File: src/rtl/contiguous_free_page_finder_assert.svh
// Assertion macros shared by the contiguous free page finder modules.
`ifndef CONTIGUOUS_FREE_PAGE_FINDER_ASSERT_SVH
`define CONTIGUOUS_FREE_PAGE_FINDER_ASSERT_SVH

// Same-cycle implication, disabled while reset is asserted.
`define CFPF_ASSERT_NOW(label, clk, rst_n, ante, cons, msg) \
    label: assert property (@(posedge clk) disable iff (!rst_n) (ante) |-> (cons)) \
        else $error(msg);

// Next-cycle implication, disabled while reset is asserted.
`define CFPF_ASSERT_NEXT(label, clk, rst_n, ante, cons, msg) \
    label: assert property (@(posedge clk) disable iff (!rst_n) (ante) |=> (cons)) \
        else $error(msg);

`endif

File: src/rtl/cfpf_pkg.sv
// Shared types and constants of the contiguous free page finder.
package cfpf_pkg;

    localparam int WORD_BITS = 32;
    localparam int BIT_IDX_W = 5;
    localparam int OP_W      = 2;
    localparam int TSEL_W    = 6;
    localparam int ESEL_W    = 10;
    localparam int CNT_W     = 11;

    typedef logic [OP_W-1:0] op_t;

    localparam op_t OP_FIND      = 2'd0;
    localparam op_t OP_MARK_USED = 2'd1;
    localparam op_t OP_MARK_FREE = 2'd2;

    typedef enum logic [2:0] {
        S_CLEAR,
        S_IDLE,
        S_MARK_RD,
        S_MARK_WR,
        S_CNT_RD,
        S_CNT_CHK,
        S_SCAN,
        S_DONE
    } state_t;

    typedef struct packed {
        logic clr_step;
        logic load;
        logic mark_rd;
        logic mark_wr;
        logic scan_start;
        logic scan_eval;
        logic scan_step;
        logic next_table;
        logic out_load;
    } cmd_t;

    typedef struct packed {
        logic clr_done;
        logic want_bad;
        logic table_fits;
        logic hit;
        logic last_word;
        logic last_table;
    } status_t;

endpackage

File: src/rtl/cfpf_ctrl.sv
// Controller state machine of the contiguous free page finder.
`include "contiguous_free_page_finder_assert.svh"

module cfpf_ctrl
(
    input  logic                 clk,
    input  logic                 rst_n,
    input  logic                 req_valid,
    input  cfpf_pkg::op_t        req_op,
    output logic                 req_ready,
    output logic                 res_valid,
    input  logic                 res_ready,
    input  cfpf_pkg::status_t    status,
    output cfpf_pkg::cmd_t       cmd
);

    cfpf_pkg::state_t state_reg;
    cfpf_pkg::state_t state_next;
    logic             res_valid_reg;
    logic             res_valid_next;

    always_ff @(posedge clk or negedge rst_n)
    begin
        if (!rst_n)
        begin
            state_reg     <= cfpf_pkg::S_CLEAR;
            res_valid_reg <= 1'b0;
        end
        else
        begin
            state_reg     <= state_next;
            res_valid_reg <= res_valid_next;
        end
    end

    always_comb
    begin
        state_next = state_reg;
        unique case (state_reg)
            cfpf_pkg::S_CLEAR:
            begin
                if (status.clr_done)
                begin
                    state_next = cfpf_pkg::S_IDLE;
                end
            end
            cfpf_pkg::S_IDLE:
            begin
                if (req_valid)
                begin
                    unique case (req_op) inside
                        cfpf_pkg::OP_FIND:
                            state_next = cfpf_pkg::S_CNT_RD;
                        cfpf_pkg::OP_MARK_USED, cfpf_pkg::OP_MARK_FREE:
                            state_next = cfpf_pkg::S_MARK_RD;
                        default:
                            state_next = cfpf_pkg::S_DONE;
                    endcase
                end
            end
            cfpf_pkg::S_MARK_RD:
                state_next = cfpf_pkg::S_MARK_WR;
            cfpf_pkg::S_MARK_WR:
                state_next = cfpf_pkg::S_DONE;
            cfpf_pkg::S_CNT_RD:
                state_next = status.want_bad ? cfpf_pkg::S_DONE : cfpf_pkg::S_CNT_CHK;
            cfpf_pkg::S_CNT_CHK:
            begin
                if (status.table_fits)
                begin
                    state_next = cfpf_pkg::S_SCAN;
                end
                else
                begin
                    state_next = status.last_table ? cfpf_pkg::S_DONE : cfpf_pkg::S_CNT_RD;
                end
            end
            cfpf_pkg::S_SCAN:
            begin
                if (status.hit)
                begin
                    state_next = cfpf_pkg::S_DONE;
                end
                else if (status.last_word)
                begin
                    state_next = status.last_table ? cfpf_pkg::S_DONE : cfpf_pkg::S_CNT_RD;
                end
            end
            cfpf_pkg::S_DONE:
            begin
                if (!res_valid_reg || res_ready)
                begin
                    state_next = cfpf_pkg::S_IDLE;
                end
            end
            default:
                state_next = cfpf_pkg::S_CLEAR;
        endcase
    end

    always_comb
    begin
        cmd       = '0;
        req_ready = 1'b0;
        unique case (state_reg)
            cfpf_pkg::S_CLEAR:
                cmd.clr_step = 1'b1;
            cfpf_pkg::S_IDLE:
            begin
                req_ready = 1'b1;
                cmd.load  = req_valid;
            end
            cfpf_pkg::S_MARK_RD:
                cmd.mark_rd = 1'b1;
            cfpf_pkg::S_MARK_WR:
                cmd.mark_wr = 1'b1;
            cfpf_pkg::S_CNT_RD:
                cmd = '0;
            cfpf_pkg::S_CNT_CHK:
            begin
                cmd.scan_start = status.table_fits;
                cmd.next_table = !status.table_fits && !status.last_table;
            end
            cfpf_pkg::S_SCAN:
            begin
                cmd.scan_eval  = 1'b1;
                cmd.scan_step  = !status.hit && !status.last_word;
                cmd.next_table = !status.hit && status.last_word && !status.last_table;
            end
            cfpf_pkg::S_DONE:
                cmd.out_load = !res_valid_reg || res_ready;
            default:
                cmd = '0;
        endcase
    end

    // Result register valid: set on load, drop once the receiver takes it.
    always_comb
    begin
        if (cmd.out_load)
        begin
            res_valid_next = 1'b1;
        end
        else if (res_ready)
        begin
            res_valid_next = 1'b0;
        end
        else
        begin
            res_valid_next = res_valid_reg;
        end
    end

    assign res_valid = res_valid_reg;

    `CFPF_ASSERT_NEXT(a_accept_leaves_idle, clk, rst_n, req_valid && req_ready, state_reg != cfpf_pkg::S_IDLE, "accepted request did not start work")
    `CFPF_ASSERT_NOW(a_clear_quiet, clk, rst_n, state_reg == cfpf_pkg::S_CLEAR, !req_ready && !res_valid_reg, "activity during clearing pass")

endmodule

File: config.mk
export PLATFORM = sky130hd
export DESIGN_NAME = cfpf_ctrl
export DESIGN_NICKNAME = d
export VERILOG_FILES = /design/src/rtl/cfpf_pkg.sv /design/src/rtl/cfpf_ctrl.sv
export VERILOG_INCLUDE_DIRS = /design/src /design/src/rtl
export SDC_FILE = /design/constraint.sdc
export NUM_CORES = 1
export LEC_CHECK = 0
export BUFFER_PORTS_ARGS = -buffer_cell sky130_fd_sc_hd__clkbuf_2
export CAP_MARGIN = 20
export CORE_AREA = 3 3 40 42
export CTS_BUF_LIST = sky130_fd_sc_hd__clkbuf_8
export CTS_CLUSTER_DIAMETER = 120
export DETAILED_ROUTE_END_ITERATION = 6
export DIE_AREA = 0 0 43 45
export PLACE_DENSITY = 0.64
export SLEW_MARGIN = 10
export SYNTH_ARGS = -nofsm -noshare
export SYNTH_HDL_FRONTEND = slang
export SYNTH_SLANG_ARGS = --single-unit
File: constraint.sdc
create_clock -name clk -period 1.2 [get_ports clk]
set_input_delay 0.24 -clock clk [delete_from_list [all_inputs] [get_ports clk]]
set_output_delay 0.24 -clock clk [all_outputs]
set_load 0.005 [all_outputs]
==> metrics.txt <==
Die Wd 43 um; share of total power in sequential cells 0.154; dominant synthesized flop cell dfrtp_1; WL/cell ~12 um; RSZ-0062 raised after global routing true; status finished, violations left; count leader, synth nor2_1; NumNets Final 112; Max Cap Viol 0; CTS Root Cell clkbuf_8; DRC violations left 0; Hold WS 0.320 ns; Fmax achieved about 670 MHz; fraction of layout cells with a size suffix above 1 0.604; P&R area growth vs syn 89.9%; fin area 798 um2; setup violators final 13; Largest register FFs 3; grt met3 use 0.0717; total global-route track usage 0.162; Clock Sinks 4; Area contributors post-synth dfrtp_1, nor2_1, inv_1, nand2_1, ha_1; DP Worst Slack -0.119 ns; FF-to-FF setup slack -0.22 ns; period utilization 1.25; Post-Route Skew approximately 0.0043 ns; initial antenna violation count 0; Clock Tree Buf Depth 2; Post-synth ARST share 1.00; Reg clk slew, reported paths 0.03 ns; switching fraction of total power 0.410; Critical Path RT 0.96 ns; Vias/cell 4.96; Post-synth EDFFs 0; gr ovfl total 0; Initial Util 0.327; initial DRC count 12; area leader, netlist dfrtp_1; CP Launch Type flip-flop; synthesized flop and latch total 4; via count ~550; synth warn 0; clock latency at the later pin of the worst-skew pair between 0.2 and 0.25 ns; violated checks setup timing; final hold vios 0; Crit Path Class flip-flop to output port; worst min-delay path class input port to flip-flop; worst setup margin -0.295 ns; largest net degree at the start of global routing 9; setup_tns -2.52 ns; Leak 0.403 nW; GPL Wtd Cong 0.833; clock network power share 0.145; number of distinct library cells after synthesis 27; port bufs 22; Slew HR 0.810; CTS buffer count 3; Slew Limit Fails 0; NetSw 0.000814 W; syn_area_per_cell 7.13 um2; critical path capture point type output port; Syn Inst Count 59; total iterations of the first detailed-routing run 4; Die ar. 0.00194 mm2; CP max FO 7; CTS H-Tree Depth 1; fillcell total 117; area of placed instances ~590 um2; drt total wl 1.32 mm; Routed Antenna Nets 0; first-pass GRT wire length 2.33 mm; Int Pwr 0.00117 W; sequential area share after synthesis 0.238; Gate power share 0.701; final core utilization 0.621; DPL Wire Length 919 um; most instantiated cells after synthesis nor2_1, inv_1, nand2_1, dfrtp_1, o21ai_0; Worst Max-Slew Pin Slew 0.285 ns; Power per Cell Area between 2000 and 2500 mW/mm2; Core Box Area 0.00128 mm2; M1 GR Usage 0.182; grt met2 use 0.275; GR peak layer met2; CTS tree yes; Die H about 45 um; site row count 13; WP data arrival 1.25 ns; I/O pins 23; antenna cell count 0; Mapped Area 420 um2; Yosys top cell area share 0.238; Worst VDD drop about 1100 uV; vias in the first global route 552; Tmin final roughly 1.5 ns; Post-Syn Nets 73
==> routing by layer <==
layer  share of wire  wire length (um)
met4               0                 0
met1            0.41               540
met5               0                 0
met3           0.090               118
met2            0.50               659
==> area by class of cell <==
class,instances,area [um2],share of cell area
clock buffer,3,41.3,0.0517
multi-input combinational,44,352,0.440
timing repair buffer,38,258,0.323
tap,15,18.8,0.0235
sequential,4,103,0.129
inverter,7,26.3,0.0329
==> cells by family after synthesis <==
logic type | after synthesis | synth area share
and+or+nand+nor | 28 | 0.327
AOI/OAI and AO/OA | 14 | 0.244
buffers and inverters | 11 | 0.131
DFF | 4 | 0.238
adders and majority gates | 2 | 0.0595
==> critical path, cell delays in order (launching register included) <==
cell	delay, ns
dfrtp_2	0.46
nand3b_1	0.22
nor3_2	0.21
buf_2	0.14
==> placed cells by master, fill, tap and decap left out, types with 3 or more instances in the layout <==
cell type and count:
buf_6 6, buf_4 10, nand2_1 6, o21ai_0 3, inv_1 5, buf_2 4, clkbuf_8 3, nor2_1 6
clkbuf_2 17
==> per-stage QoR <==
step	instances	power (W)
5_1_grt	111	0.00215
3_5_place_dp	101	0.00124
4_1_cts	109	0.00188
3_3_place_gp	101	0.00123
2_1_floorplan	59	0.000863
6_report	111	0.00198
==> power groups by stage <==
stage	Combinational, W	Clock, W	Sequential [W]
after floorplan	0.000603	0	0.000260
after global placement	0.000944	0	0.000284
after detailed placement	0.000951	0	0.000288
after CTS	0.00129	0.000294	0.000298
after global routing	0.00152	0.000306	0.000319
final	0.00139	0.000288	0.000305
==> path summary, 6_finish.rpt <==
kind / endpoint / cells after the start / startpoint
hold / removal: res_valid$_DFFE_PN0P_ / 3 / res_ready
setup reg to reg: state_reg[0]$_DFFE_PN0P_ / 5 / state_reg[0]$_DFFE_PN0P_
hold reg to reg: res_valid$_DFFE_PN0P_ / 2 / res_valid$_DFFE_PN0P_
max in group asynchronous: state_reg[0]$_DFFE_PN0P_ / 2 / rst_n
setup / recovery: cmd[2] / 3 / state_reg[0]$_DFFE_PN0P_
min in group asynchronous: res_valid$_DFFE_PN0P_ / 2 / rst_n
==> what timing repair did <==
item	CTS	global route
endpoints found under the setup margin	13	13
hold endpoints to repair	4	0
buffers inserted	4	4
gates resized for setup	19	14
hold buffers	1	0
pin swaps	6	3
Power figures use the tool's default switching activity.
